[src/rtl/core/bc_pkg.sv]
// Shared types and constants for the binomial coefficient block.
// Used by bc_alu and binomial_coefficient_top; no dependencies.
package bc_pkg;

  localparam int DATA_W        = 32;  // width of the stream fields
  localparam int WORD_BITS_DEF = 32;  // default arithmetic word width

  typedef enum logic {
    ALU_DIV,
    ALU_MUL
  } alu_op_t;

  typedef struct packed {
    logic    start;
    alu_op_t op;
  } alu_ctrl_t;

  typedef struct packed {
    logic busy;
    logic done;
  } alu_stat_t;

  typedef enum logic [3:0] {
    S_IDLE,
    S_SETUP,
    S_MINK,
    S_LOOP,
    S_WAIT_N,
    S_DIV_R_GO,
    S_WAIT_R,
    S_MUL_GO,
    S_WAIT_M,
    S_DIV_P_GO,
    S_WAIT_P,
    S_STEP_END,
    S_FIN
  } state_t;

endpackage

[src/rtl/core/bc_alu.sv]
// Shared bit-serial unit: restoring divide or shift-add multiply, one bit a cycle.
// A single adder/subtractor serves both operations. Depends on bc_pkg.
module bc_alu #(
  parameter int WORD_BITS = bc_pkg::WORD_BITS_DEF
) (
  input  logic                  clk,
  input  logic                  rst_n,
  input  bc_pkg::alu_ctrl_t     ctrl,
  input  logic [WORD_BITS-1:0]  opa,   // dividend or multiplier
  input  logic [WORD_BITS-1:0]  opb,   // divisor or multiplicand
  output bc_pkg::alu_stat_t     stat,
  output logic [WORD_BITS-1:0]  hi,    // remainder or product high half
  output logic [WORD_BITS-1:0]  lo     // quotient or product low half
);
  import bc_pkg::*;

  localparam int CW = (WORD_BITS > 1) ? $clog2(WORD_BITS) : 1;

  logic                 busy_r, busy_nxt;
  logic                 done_r, done_nxt;
  logic [CW-1:0]        cnt_r, cnt_nxt;
  alu_op_t              op_r, op_nxt;
  logic [WORD_BITS-1:0] hi_r, hi_nxt;
  logic [WORD_BITS-1:0] lo_r, lo_nxt;
  logic [WORD_BITS-1:0] b_r, b_nxt;

  logic [WORD_BITS:0]   sh;
  logic [WORD_BITS+1:0] add_x, add_y, sum;
  logic                 cin;

  always_comb begin
    sh    = {hi_r, lo_r[WORD_BITS-1]};
    cin   = (op_r == ALU_DIV);
    add_x = (op_r == ALU_DIV) ? {1'b0, sh} : {2'b00, hi_r};
    if (op_r == ALU_DIV) begin
      add_y = ~{2'b00, b_r};
    end else begin
      add_y = lo_r[0] ? {2'b00, b_r} : '0;
    end
    sum = add_x + add_y + (WORD_BITS+2)'(cin);
  end

  always_comb begin
    busy_nxt = busy_r;
    done_nxt = 1'b0;
    cnt_nxt  = cnt_r;
    op_nxt   = op_r;
    hi_nxt   = hi_r;
    lo_nxt   = lo_r;
    b_nxt    = b_r;
    if (busy_r) begin
      unique case (op_r)
        ALU_DIV: begin
          // keep the trial difference when it does not borrow
          if (!sum[WORD_BITS+1]) begin
            hi_nxt = sum[WORD_BITS-1:0];
            lo_nxt = {lo_r[WORD_BITS-2:0], 1'b1};
          end else begin
            hi_nxt = sh[WORD_BITS-1:0];
            lo_nxt = {lo_r[WORD_BITS-2:0], 1'b0};
          end
        end
        ALU_MUL: begin
          hi_nxt = sum[WORD_BITS:1];
          lo_nxt = {sum[0], lo_r[WORD_BITS-1:1]};
        end
        default: begin
          hi_nxt = hi_r;
        end
      endcase
      cnt_nxt = cnt_r + 1'b1;
      if (cnt_r == CW'(WORD_BITS - 1)) begin
        busy_nxt = 1'b0;
        done_nxt = 1'b1;
      end
    end else if (ctrl.start) begin
      busy_nxt = 1'b1;
      cnt_nxt  = '0;
      op_nxt   = ctrl.op;
      hi_nxt   = '0;
      lo_nxt   = opa;
      b_nxt    = opb;
    end
  end

  always_ff @(posedge clk) begin
    if (!rst_n) begin
      busy_r <= 1'b0;
      done_r <= 1'b0;
      cnt_r  <= '0;
      op_r   <= ALU_DIV;
    end else begin
      busy_r <= busy_nxt;
      done_r <= done_nxt;
      cnt_r  <= cnt_nxt;
      op_r   <= op_nxt;
    end
  end

  always_ff @(posedge clk) begin
    hi_r <= hi_nxt;
    lo_r <= lo_nxt;
    b_r  <= b_nxt;
  end

  assign stat.busy = busy_r;
  assign stat.done = done_r;
  assign hi        = hi_r;
  assign lo        = lo_r;

endmodule

[src/rtl/core/binomial_coefficient_top.sv]
// Binomial coefficient C(n,k), multiplicative scheme, on one shared serial unit.
// Each loop step d runs one to three divides and one multiply, then the step-end state.
// An item passes the setup states, then runs min(k,n-k) steps or until overflow
// (at most 18 steps for 32-bit words); one item at a time.
// Synchronous active-low reset clears the sequencer and the output valid.
module binomial_coefficient_top #(
  parameter int WORD_BITS = bc_pkg::WORD_BITS_DEF
) (
  input  logic                      clk,
  input  logic                      rst_n,
  input  logic                      in_tvalid,
  output logic                      in_tready,
  input  logic [2*bc_pkg::DATA_W-1:0] in_tdata,  // n_total [31:0], k_chosen [63:32]
  output logic                      out_tvalid,
  input  logic                      out_tready,
  output logic [bc_pkg::DATA_W-1:0] out_tdata,   // coefficient [31:0]
  output logic                      out_tuser    // overflow [0]
);
  import bc_pkg::*;

  state_t               state_r, state_nxt;
  logic [WORD_BITS-1:0] n_r, n_nxt;
  logic [WORD_BITS-1:0] k_r, k_nxt;
  logic [WORD_BITS-1:0] d_r, d_nxt;
  logic [WORD_BITS-1:0] r_r, r_nxt;
  logic [WORD_BITS-1:0] mult_r, mult_nxt;
  logic                 divided_r, divided_nxt;
  logic [WORD_BITS-1:0] res_r, res_nxt;
  logic                 ovf_r, ovf_nxt;
  logic                 out_valid_r, out_valid_nxt;
  logic [DATA_W-1:0]    out_coef_r, out_coef_nxt;
  logic                 out_ovf_r, out_ovf_nxt;

  alu_ctrl_t            alu_ctrl;
  alu_stat_t            alu_stat;
  logic [WORD_BITS-1:0] alu_a, alu_b;
  logic [WORD_BITS-1:0] alu_hi, alu_lo;

  logic                 out_free;
  logic                 in_xfer;

  assign out_free = !out_valid_r || out_tready;
  assign in_xfer  = in_tvalid && in_tready;

  bc_alu #(
    .WORD_BITS (WORD_BITS)
  ) u_alu (
    .clk   (clk),
    .rst_n (rst_n),
    .ctrl  (alu_ctrl),
    .opa   (alu_a),
    .opb   (alu_b),
    .stat  (alu_stat),
    .hi    (alu_hi),
    .lo    (alu_lo)
  );

  // next state
  always_comb begin
    state_nxt = state_r;
    unique case (state_r)
      S_IDLE:     if (in_xfer) state_nxt = S_SETUP;
      S_SETUP:    state_nxt = (k_r > n_r) ? S_FIN : S_MINK;
      S_MINK:     state_nxt = S_LOOP;
      S_LOOP:     state_nxt = (d_r > k_r) ? S_FIN : S_WAIT_N;
      S_WAIT_N: begin
        if (alu_stat.done) state_nxt = (alu_hi == '0) ? S_MUL_GO : S_DIV_R_GO;
      end
      S_DIV_R_GO: state_nxt = S_WAIT_R;
      S_WAIT_R:   if (alu_stat.done) state_nxt = S_MUL_GO;
      S_MUL_GO:   state_nxt = S_WAIT_M;
      S_WAIT_M: begin
        if (alu_stat.done) begin
          priority if (alu_hi != '0) state_nxt = S_FIN;
          else if (divided_r)        state_nxt = S_STEP_END;
          else                       state_nxt = S_DIV_P_GO;
        end
      end
      S_DIV_P_GO: state_nxt = S_WAIT_P;
      S_WAIT_P:   if (alu_stat.done) state_nxt = S_STEP_END;
      S_STEP_END: state_nxt = S_LOOP;
      S_FIN:      if (out_free) state_nxt = S_IDLE;
      default:    state_nxt = S_IDLE;
    endcase
  end

  // outputs of the sequencer: unit commands and datapath updates
  always_comb begin
    n_nxt         = n_r;
    k_nxt         = k_r;
    d_nxt         = d_r;
    r_nxt         = r_r;
    mult_nxt      = mult_r;
    divided_nxt   = divided_r;
    res_nxt       = res_r;
    ovf_nxt       = ovf_r;
    out_valid_nxt = out_valid_r && !out_tready;
    out_coef_nxt  = out_coef_r;
    out_ovf_nxt   = out_ovf_r;
    alu_ctrl.start = 1'b0;
    alu_ctrl.op    = ALU_DIV;
    alu_a          = n_r;
    alu_b          = d_r;
    in_tready      = 1'b0;
    unique case (state_r)
      S_IDLE: begin
        in_tready = 1'b1;
        if (in_xfer) begin
          n_nxt = WORD_BITS'(in_tdata[DATA_W-1:0]);
          k_nxt = WORD_BITS'(in_tdata[2*DATA_W-1:DATA_W]);
        end
      end
      S_SETUP: begin
        res_nxt  = '0;
        ovf_nxt  = 1'b0;
        mult_nxt = n_r - k_r;
      end
      S_MINK: begin
        if (mult_r < k_r) k_nxt = mult_r;
        r_nxt = WORD_BITS'(1);
        d_nxt = WORD_BITS'(1);
      end
      S_LOOP: begin
        if (d_r > k_r) begin
          res_nxt = r_r;
          ovf_nxt = 1'b0;
        end else begin
          alu_ctrl.start = 1'b1;
        end
      end
      S_WAIT_N: begin
        if (alu_stat.done) begin
          if (alu_hi == '0) begin
            mult_nxt    = alu_lo;
            divided_nxt = 1'b1;
          end else begin
            mult_nxt = n_r;
          end
        end
      end
      S_DIV_R_GO: begin
        alu_ctrl.start = 1'b1;
        alu_a          = r_r;
      end
      S_WAIT_R: begin
        if (alu_stat.done) begin
          divided_nxt = (alu_hi == '0);
          if (alu_hi == '0) r_nxt = alu_lo;
        end
      end
      S_MUL_GO: begin
        alu_ctrl.start = 1'b1;
        alu_ctrl.op    = ALU_MUL;
        alu_a          = r_r;
        alu_b          = mult_r;
      end
      S_WAIT_M: begin
        if (alu_stat.done) begin
          if (alu_hi != '0) begin
            // product wrapped the word: report overflow and stop
            res_nxt = '0;
            ovf_nxt = 1'b1;
          end else begin
            r_nxt = alu_lo;
          end
        end
      end
      S_DIV_P_GO: begin
        alu_ctrl.start = 1'b1;
        alu_a          = r_r;
      end
      S_WAIT_P: begin
        if (alu_stat.done) r_nxt = alu_lo;
      end
      S_STEP_END: begin
        n_nxt       = n_r - 1'b1;
        d_nxt       = d_r + 1'b1;
        divided_nxt = 1'b0;
      end
      S_FIN: begin
        if (out_free) begin
          out_valid_nxt = 1'b1;
          out_coef_nxt  = DATA_W'(res_r);
          out_ovf_nxt   = ovf_r;
        end
      end
      default: begin
        in_tready = 1'b0;
      end
    endcase
  end

  always_ff @(posedge clk) begin
    if (!rst_n) begin
      state_r     <= S_IDLE;
      out_valid_r <= 1'b0;
      divided_r   <= 1'b0;
    end else begin
      state_r     <= state_nxt;
      out_valid_r <= out_valid_nxt;
      divided_r   <= divided_nxt;
    end
  end

  always_ff @(posedge clk) begin
    n_r        <= n_nxt;
    k_r        <= k_nxt;
    d_r        <= d_nxt;
    r_r        <= r_nxt;
    mult_r     <= mult_nxt;
    res_r      <= res_nxt;
    ovf_r      <= ovf_nxt;
    out_coef_r <= out_coef_nxt;
    out_ovf_r  <= out_ovf_nxt;
  end

  assign out_tvalid = out_valid_r;
  assign out_tdata  = out_coef_r;
  assign out_tuser  = out_ovf_r;

endmodule

[config.mk]
export PLATFORM = sky130hd
export DESIGN_NAME = binomial_coefficient_top
export DESIGN_NICKNAME = d
export VERILOG_FILES = /design/src/rtl/core/bc_pkg.sv /design/src/rtl/core/bc_alu.sv /design/src/rtl/core/binomial_coefficient_top.sv
export SDC_FILE = /design/constraint.sdc
export NUM_CORES = 1
export LEC_CHECK = 0
export ABC_AREA = 1
export CORE_MARGIN = 2
export CORE_UTILIZATION = 60
export CTS_BUF_LIST = sky130_fd_sc_hd__clkbuf_2 sky130_fd_sc_hd__clkbuf_4 sky130_fd_sc_hd__clkbuf_8
export DETAILED_ROUTE_END_ITERATION = 6
export DONT_BUFFER_PORTS = 1
export PLACE_DENSITY = 0.79
export SYNTH_ARGS = -nofsm -noshare
export SYNTH_HDL_FRONTEND = slang
export SYNTH_SLANG_ARGS = --single-unit
[constraint.sdc]
create_clock -name clk -period 4.4 [get_ports clk]
set_clock_uncertainty 0.2 [all_clocks]
set_input_delay 0.44 -clock clk [delete_from_list [all_inputs] [get_ports clk]]
set_output_delay 0.44 -clock clk [all_outputs]
set_load 0.01 [all_outputs]
======== Word level (Yosys, flattened, before mapping) ========
Index checks and enable logic that the tools add are counted.
storage, ports and cells
  input port bits ......................... 68
  output and inout bits ................... 35
  bits in registers ....................... 336
  logic and storage cells ................. 148
cells by class
  mux-type cells .......................... 64
  add/sub/neg operators ................... 6
  bitwise operators ....................... 3
  equality and inequality tests ........... 25
  reductions and logical operators ........ 28
  magnitude comparators ................... 3
operators by type and width
  operator                                                               count
  32-bit two-way mux                                                     21
  32-bit case mux with 2 select lines                                    6
  32-bit case mux with 4 select lines                                    1
  32-bit case mux with 3 select lines                                    1
  32-bit > comparator                                                    2
  4-bit case mux with 12 select lines                                    1
  34-bit by 1-bit adder with 34-bit output                               1
  34-bit adder                                                           1
  34-bit two-way mux                                                     1
  32-bit NOT with 34-bit output                                          1
  33-bit two-way mux                                                     1
  32-bit by 1-bit adder with 32-bit output, second input constant        1
  32-bit logical NOT                                                     1
  32-bit < comparator                                                    1
  4-bit two-way mux                                                      8
  32-bit nonzero test                                                    1
  32-bit by 1-bit subtractor with 32-bit output, second input constant   1
  32-bit subtractor                                                      1
  4-bit equality test, second input constant                             5
  4-bit by 3-bit equality test with 1-bit output, second input constant  4
  1-bit two-way mux                                                      16
  2-bit inequality test, second input constant                           8
  6-bit AND reduction                                                    2
  5-bit two-way mux                                                      2
  22 further kinds                                                       41

======== Depth between registers and ports, before layout ========
  depth after elaboration ................. 7
  mapped depth ............................ 25
  mapped depth without buffers ............ 22

======== Modules after synthesis ========
A second synthesis with hierarchy kept.
second synthesis, totals
  cell total of the unflattened synthesis .. 3073
  area total of the unflattened synthesis .. 23313.6 um2
modules (own cells, without submodules)
  module                    sequential area each (um2)  cells an instance  times used  area each (um2)
  binomial_coefficient_top  6906.6                      1818               1           15005.6
  bc_alu                    3042.9                      1255               1           8308.0

======== Worst setup path before layout ========
Ideal clock, no wire load.
  kind .................................... register to register
  from .................................... reg state_r[2]
  to ...................................... reg mult_r[0], enable pin
  buffers on the path ..................... 2
  library setup time ...................... 0.466 ns
  required time ........................... 3.734 ns
  slack ................................... 0.199 ns
  arrival ................................. 3.536 ns
  clock period less this slack ............ 4.201 ns
  cell stages (with the launch flop) ...... 9
  cells stage by stage .................... dfxtp_1 inv_1 nor2_1 inv_1 nor2_2 inv_1 clkbuf_1 buf_1 o21ai_0
on the way
  cells in the longest elaborated chain, start to end .. 3
  elaborated cells on any way between the ends .. 5
  those cells by class .................... eq/ne (3); reduce/logical (2)
ends and longest elaborated chain
  item                                                                                                              line                             source
  from (decl)                                                                                                       binomial_coefficient_top.sv:21   state_t state_r, state_nxt;
  from (signal assigned)                                                                                            binomial_coefficient_top.sv:199  state_r <= state_nxt;
  4-bit by 3-bit equality test with 1-bit output or 4-bit by 1-bit equality test with 1-bit output (tied branches)  binomial_coefficient_top.sv:105  unique case (state_r)
  2-bit by 1-bit inequality test with 1-bit output (no source line) or 2-bit nonzero test (tied branches)           -
  2-bit AND reduction (no source line) (*)                                                                          -
  to (signal assigned)                                                                                              binomial_coefficient_top.sv:210  mult_r <= mult_nxt;
  to (decl)                                                                                                         binomial_coefficient_top.sv:26   logic [WORD_BITS-1:0] mult_r, mult_nxt;
Every way passes the cells marked *; elsewhere a longest branch is shown, timed or not.
A chain may end at the register's enable or synchronous reset.

======== Worst setup path after layout ========
  from .................................... reg u_alu.op_r
  to ...................................... reg u_alu.hi_r[25], in the netlist u_alu.hi[25], data pin
on the way
  cells in the longest elaborated chain, start to end .. 6
  elaborated cells on any way between the ends .. 8
  those cells by class .................... add/sub (2); mux (5); bitwise (1)
ends and longest elaborated chain
  item                                                      line                        source
  from (decl)                                               bc_alu.sv:22                alu_op_t op_r, op_nxt;
  from (signal assigned)                                    bc_alu.sv:96                op_r <= op_nxt;
  33-bit two-way mux or 34-bit two-way mux (tied branches)  bc_alu.sv:34, bc_alu.sv:35
  34-bit adder                                              bc_alu.sv:40                sum = add_x + add_y + (WORD_BITS+2)'(cin);
  34-bit by 1-bit adder with 34-bit output                  bc_alu.sv:40
  32-bit two-way mux                                        bc_alu.sv:55                if (!sum[WORD_BITS+1]) begin
  32-bit case mux with 2 select lines (*)                   bc_alu.sv:52                unique case (op_r)
  32-bit two-way mux (*)                                    bc_alu.sv:51                if (busy_r) begin
  to (signal assigned)                                      bc_alu.sv:101               hi_r <= hi_nxt;
  to (decl)                                                 bc_alu.sv:23                logic [WORD_BITS-1:0] hi_r, hi_nxt;
Marked as above.

==> insert_results.sql <==
INSERT INTO impl_metrics (metric_group, metric, value, unit) VALUES
('synth', 'synth_cell_types', '62', ''),
('global_routing', 'remaining_global_route_overflow', '0', ''),
('setup_path', 'reg2reg_depth', '19', ''),
('power', 'total_leakage_power', '10.5', 'nW'),
('global_routing', 'grt_antenna_before_repair', '0', ''),
('layout', 'insertedDiodeCount', '0', ''),
('setup_path', 'startpoint_type', 'flip-flop', ''),
('setup_path', 'r2r_setup_slack', '450', 'ps'),
('sta', 'relSlewSlack', '16.4', '%'),
('layout', 'layout.nets', '3052', ''),
('setup_path', 'timing.setup.critical_path_class', 'flip-flop to flip-flop', ''),
('synth', 'synth_warnings', '0', ''),
('clock_network', 'cts_post_setup_buffers_inserted', '0', ''),
('setup_path', 'cpLargestDelayFamily', 'simple AND/OR/NAND/NOR gates', ''),
('setup_path', 'rr_startpoint', 'u_alu.op_r$_SDFFE_PN0P_', ''),
('placed_design', 'globalplace.congestion', '1.01', ''),
('setup_path', 'cp_num_buf_inv', '3', ''),
('clock_network', 'clock_sinks', '336', ''),
('run_status', 'outcome', 'finished clean', ''),
('synth', 'synth_edf_count', '322', ''),
('global_routing', 'pin_count_of_the_biggest_net_entering_global_routing', '66', ''),
('floorplanning', 'die_x', '197', 'um'),
('min_path', 'worstHoldPathType', 'primary input to flip-flop', ''),
('detailed_routing', 'drt_pre_antenna_iters', '6', ''),
('clock_network', 'clock_tree.buffer_depth', '3', ''),
('placed_design', 'port_buffers', '0', ''),
('clock_network', 'clockRootBuffer', 'sky130_fd_sc_hd__clkbuf_8', ''),
('clock_network', 'htree_num_levels', '2', ''),
('sta', 'fin_hold_ws', '119', 'ps'),
('sta', 'max_slew_violation_total_from_the_final_report', '0', ''),
('synth', 'post_synth_inst_count', '2790', ''),
('layout', 'fillers', '3027', ''),
('layout', 'proportion_of_layout_cells_with_a_drive_suffix_above_1', '7.32', '%'),
('setup_path', 'worst-endpoint-required', '4600', 'ps'),
('synth', 'ys_ff_latch', '336', ''),
('sta', 'max_slew.worst_pin.slew', '1250', 'ps'),
('sta', 'final_period_minus_worst_setup_slack', '3950', 'ps'),
('setup_path', 'worst-path-stages', '19', ''),
('setup_path', 'crit_path_max_incr_delay', '520', 'ps'),
('detailed_routing', 'drt-total-wl', '66400', 'um'),
('setup_path', 'critPathCaptureType', 'flip-flop', ''),
('sta', 'timing_hold_violations_final', '0', ''),
('floorplanning', 'io-pin-count', '103', ''),
('placed_design', 'dp_cells', '3193', ''),
('run', 'number_of_max_cap_violations', '0', ''),
('global_routing', 'first_global_vias', '19300', ''),
('placed_design', 'half_perimeter_wire_length_after_detailed_placement', '48600', 'um'),
('setup_path', 'crit_arrival', '4150', 'ps'),
('sta', 'max_clock_freq', '0.253', 'GHz'),
('synth', 'seq_area_frac_synth', '44.7', '%'),
('synth', 'synthArstFlopShare', '0', '%'),
('setup_path', 'worstReg2RegEnd', 'u_alu.hi[25]$_SDFFCE_PN0P_', ''),
('power', 'powerDensity', '794', 'nW/um^2'),
('synth', 'netlist_area', '22300', 'um^2'),
('floorplanning', 'start_util', '60.8', '%'),
('sta', 'rsz0062_at_grt', 'no', ''),
('clock_network', 'cts-buffers-inserted', '58', ''),
('detailed_routing', 'post-route-drc-count', '0', ''),
('sta', 'totalNegativeSetupSlack', '0', 'ps'),
('floorplanning', 'placementRows', '70', ''),
('synth', 'post_synthesis_net_count', '2991', ''),
('global_routing', 'global_route_wire_length_before_repair', '105000', 'um'),
('setup_path', 'worst_path_cell_trace', 'clkinv_2 -> buf_4 -> nand2_1 -> nand2_1 -> ha_1 -> a21oi_2 -> nand2_2 -> nand3_2 -> nand2_2 -> nand2_2 -> nand2_4 -> nand2_2 -> nand2_4 -> nand2_4 -> nand2_8 -> inv_2 -> nor2_1 -> nor2_1 -> nor2_1', ''),
('synth', 'syn_avg_cell_area', '7.98', 'um^2'),
('clock_network', 'cts_tree', 'done', ''),
('detailed_routing', 'routed_wire_length_per_instance', '19.7', 'um'),
('setup_path', 'critPathSlowestCell', 'sky130_fd_sc_hd__dfxtp_4', ''),
('layout', 'mostFrequentLayoutCell', 'sky130_fd_sc_hd__nand2_1', ''),
('sta', 'report.final.setup_viol', '0', ''),
('setup_path', 'worst_setup_path_endpoint', 'u_alu.hi[25]$_SDFFCE_PN0P_', ''),
('setup_path', 'critical_path.max_fanout', '36', '');
-- layout make-up --
class                           count  area, um^2  share of cell area (%)
Tap cell                          468         586                    2.38
Clock buffer                       86        1030                    4.18
Multi-Input combinational cell   2029       10700                    43.7
Sequential cell                   336        9950                    40.5
Clock inverter                     21         115                   0.469
Timing Repair Buffer               93         901                    3.67
Inverter                          333        1250                    5.09
-- state kept, by name, summed over array words and instances, names as in the netlist, 32 cells and up --
signal / cells
d_r: 32
k_r: 32
mult_r: 32
n_r: 32
out_tdata: 32
r_r: 32
res_r: 32
u_alu.b_r: 32
u_alu.hi: 32
u_alu.lo: 32
-- worst reg2reg max path: cells and delay by family, from the launching register on --
| kind | cells | cell delay, ps |
|---|---|---|
| adders and majority gates | 1 | 350 |
| DFF | 1 | 520 |
| buffers and inverters | 3 | 980 |
| AOI/OAI and AO/OA | 1 | 180 |
| and+or+nand+nor | 14 | 1490 |
-- worst min-delay path by stage --
stage                                    to  cells after the start  slack, ps
floorplan            out_tdata[0]$_DFFE_PP_                      0        200
global placement     out_tdata[8]$_DFFE_PP_                      0        200
CTS                 state_r[2]$_SDFFE_PN0P_                      4         80
detailed placement  out_tdata[29]$_DFFE_PP_                      0        200
finish              state_r[2]$_SDFFE_PN0P_                      4        120
global route        state_r[2]$_SDFFE_PN0P_                      4        210
-- timing repair --
item,4_1_cts,5_1_grt
resized for setup,0,0
endpoints found under the hold margin,76,0
endpoints found under the setup margin,0,0
hold buffers,66,0
-- through the flow --
step / utilization (%) / area (um^2) / worst slack, ps
floorplan: - / 22300 / 199
global placement: 62.2 / 22800 / 620
detailed placement: 62.2 / 22800 / 497
CTS: 67.1 / 24600 / 473
global route: 67.1 / 24600 / 83.3
finish: 67.1 / 24600 / 455
-- power by group --
group          total, mW  switching (mW)  internal (mW)
Sequential          6.06           0.884           5.18
Clock               2.88            1.33           1.54
Combinational       10.6            7.22           3.35
Total               19.5            9.44           10.1
-- cell usage after synthesis, types with 5 or more instances --
cell / number / area share, %
sky130_fd_sc_hd__nand2_1: 640 / 11
sky130_fd_sc_hd__nor2_1: 339 / 5.7
sky130_fd_sc_hd__inv_1: 323 / 5.4
sky130_fd_sc_hd__edfxtp_1: 322 / 43
sky130_fd_sc_hd__a21oi_1: 262 / 5.9
sky130_fd_sc_hd__o21ai_0: 198 / 4.4
sky130_fd_sc_hd__nand3_1: 138 / 3.1
sky130_fd_sc_hd__ha_1: 130 / 7.3
sky130_fd_sc_hd__clkbuf_1: 69 / 1.2
sky130_fd_sc_hd__nand4_1: 34 / 0.96
sky130_fd_sc_hd__nor3_1: 34 / 0.76
sky130_fd_sc_hd__xor2_1: 34 / 1.3
sky130_fd_sc_hd__or2_2: 19 / 0.53
sky130_fd_sc_hd__a22oi_1: 18 / 0.61
sky130_fd_sc_hd__nand2_2: 16 / 0.45
sky130_fd_sc_hd__a31oi_1: 15 / 0.42
sky130_fd_sc_hd__dfxtp_1: 14 / 1.3
sky130_fd_sc_hd__o221ai_1: 14 / 0.55
sky130_fd_sc_hd__o22ai_1: 13 / 0.37
sky130_fd_sc_hd__buf_2: 12 / 0.27
sky130_fd_sc_hd__nand3b_1: 12 / 0.40
sky130_fd_sc_hd__nand3_2: 11 / 0.49
sky130_fd_sc_hd__inv_2: 9 / 0.15
sky130_fd_sc_hd__nor2_2: 9 / 0.25
sky130_fd_sc_hd__nor4_1: 9 / 0.25
sky130_fd_sc_hd__o21a_1: 9 / 0.30
sky130_fd_sc_hd__o21ai_1: 9 / 0.20
sky130_fd_sc_hd__buf_1: 7 / 0.12
sky130_fd_sc_hd__a21o_1: 6 / 0.20
sky130_fd_sc_hd__nor3_2: 6 / 0.27
sky130_fd_sc_hd__xnor2_1: 6 / 0.24
sky130_fd_sc_hd__o211ai_1: 5 / 0.17
sky130_fd_sc_hd__o21bai_1: 5 / 0.17
-- metal layers --
layer / global-route usage, % / up-vias / part of all wire (%)
met5: 0 / - / 0
met2: 54.0 / 1063 / 44
met4: 13.4 / 0 / 3.6
met1: 48.7 / 9412 / 42
met3: 5.68 / 174 / 9.9
li1: - / 9598 / -
-- logic make-up (layout without fill, tap and decap cells) --
logic type               count (synthesis)  after routing  synth area share [%]
AO/OA/AOI/OAI                          569            569                  13.9
buffers and inverters                  425            533                  7.39
XOR/XNOR                                40             40                  1.57
adder cells (fa/ha/maj)                133            133                  7.57
AND/OR/NAND/NOR                       1287           1287                  24.9
flip-flops                             336            336                  44.7
Note: power is estimated with default switching activity, not from simulation.
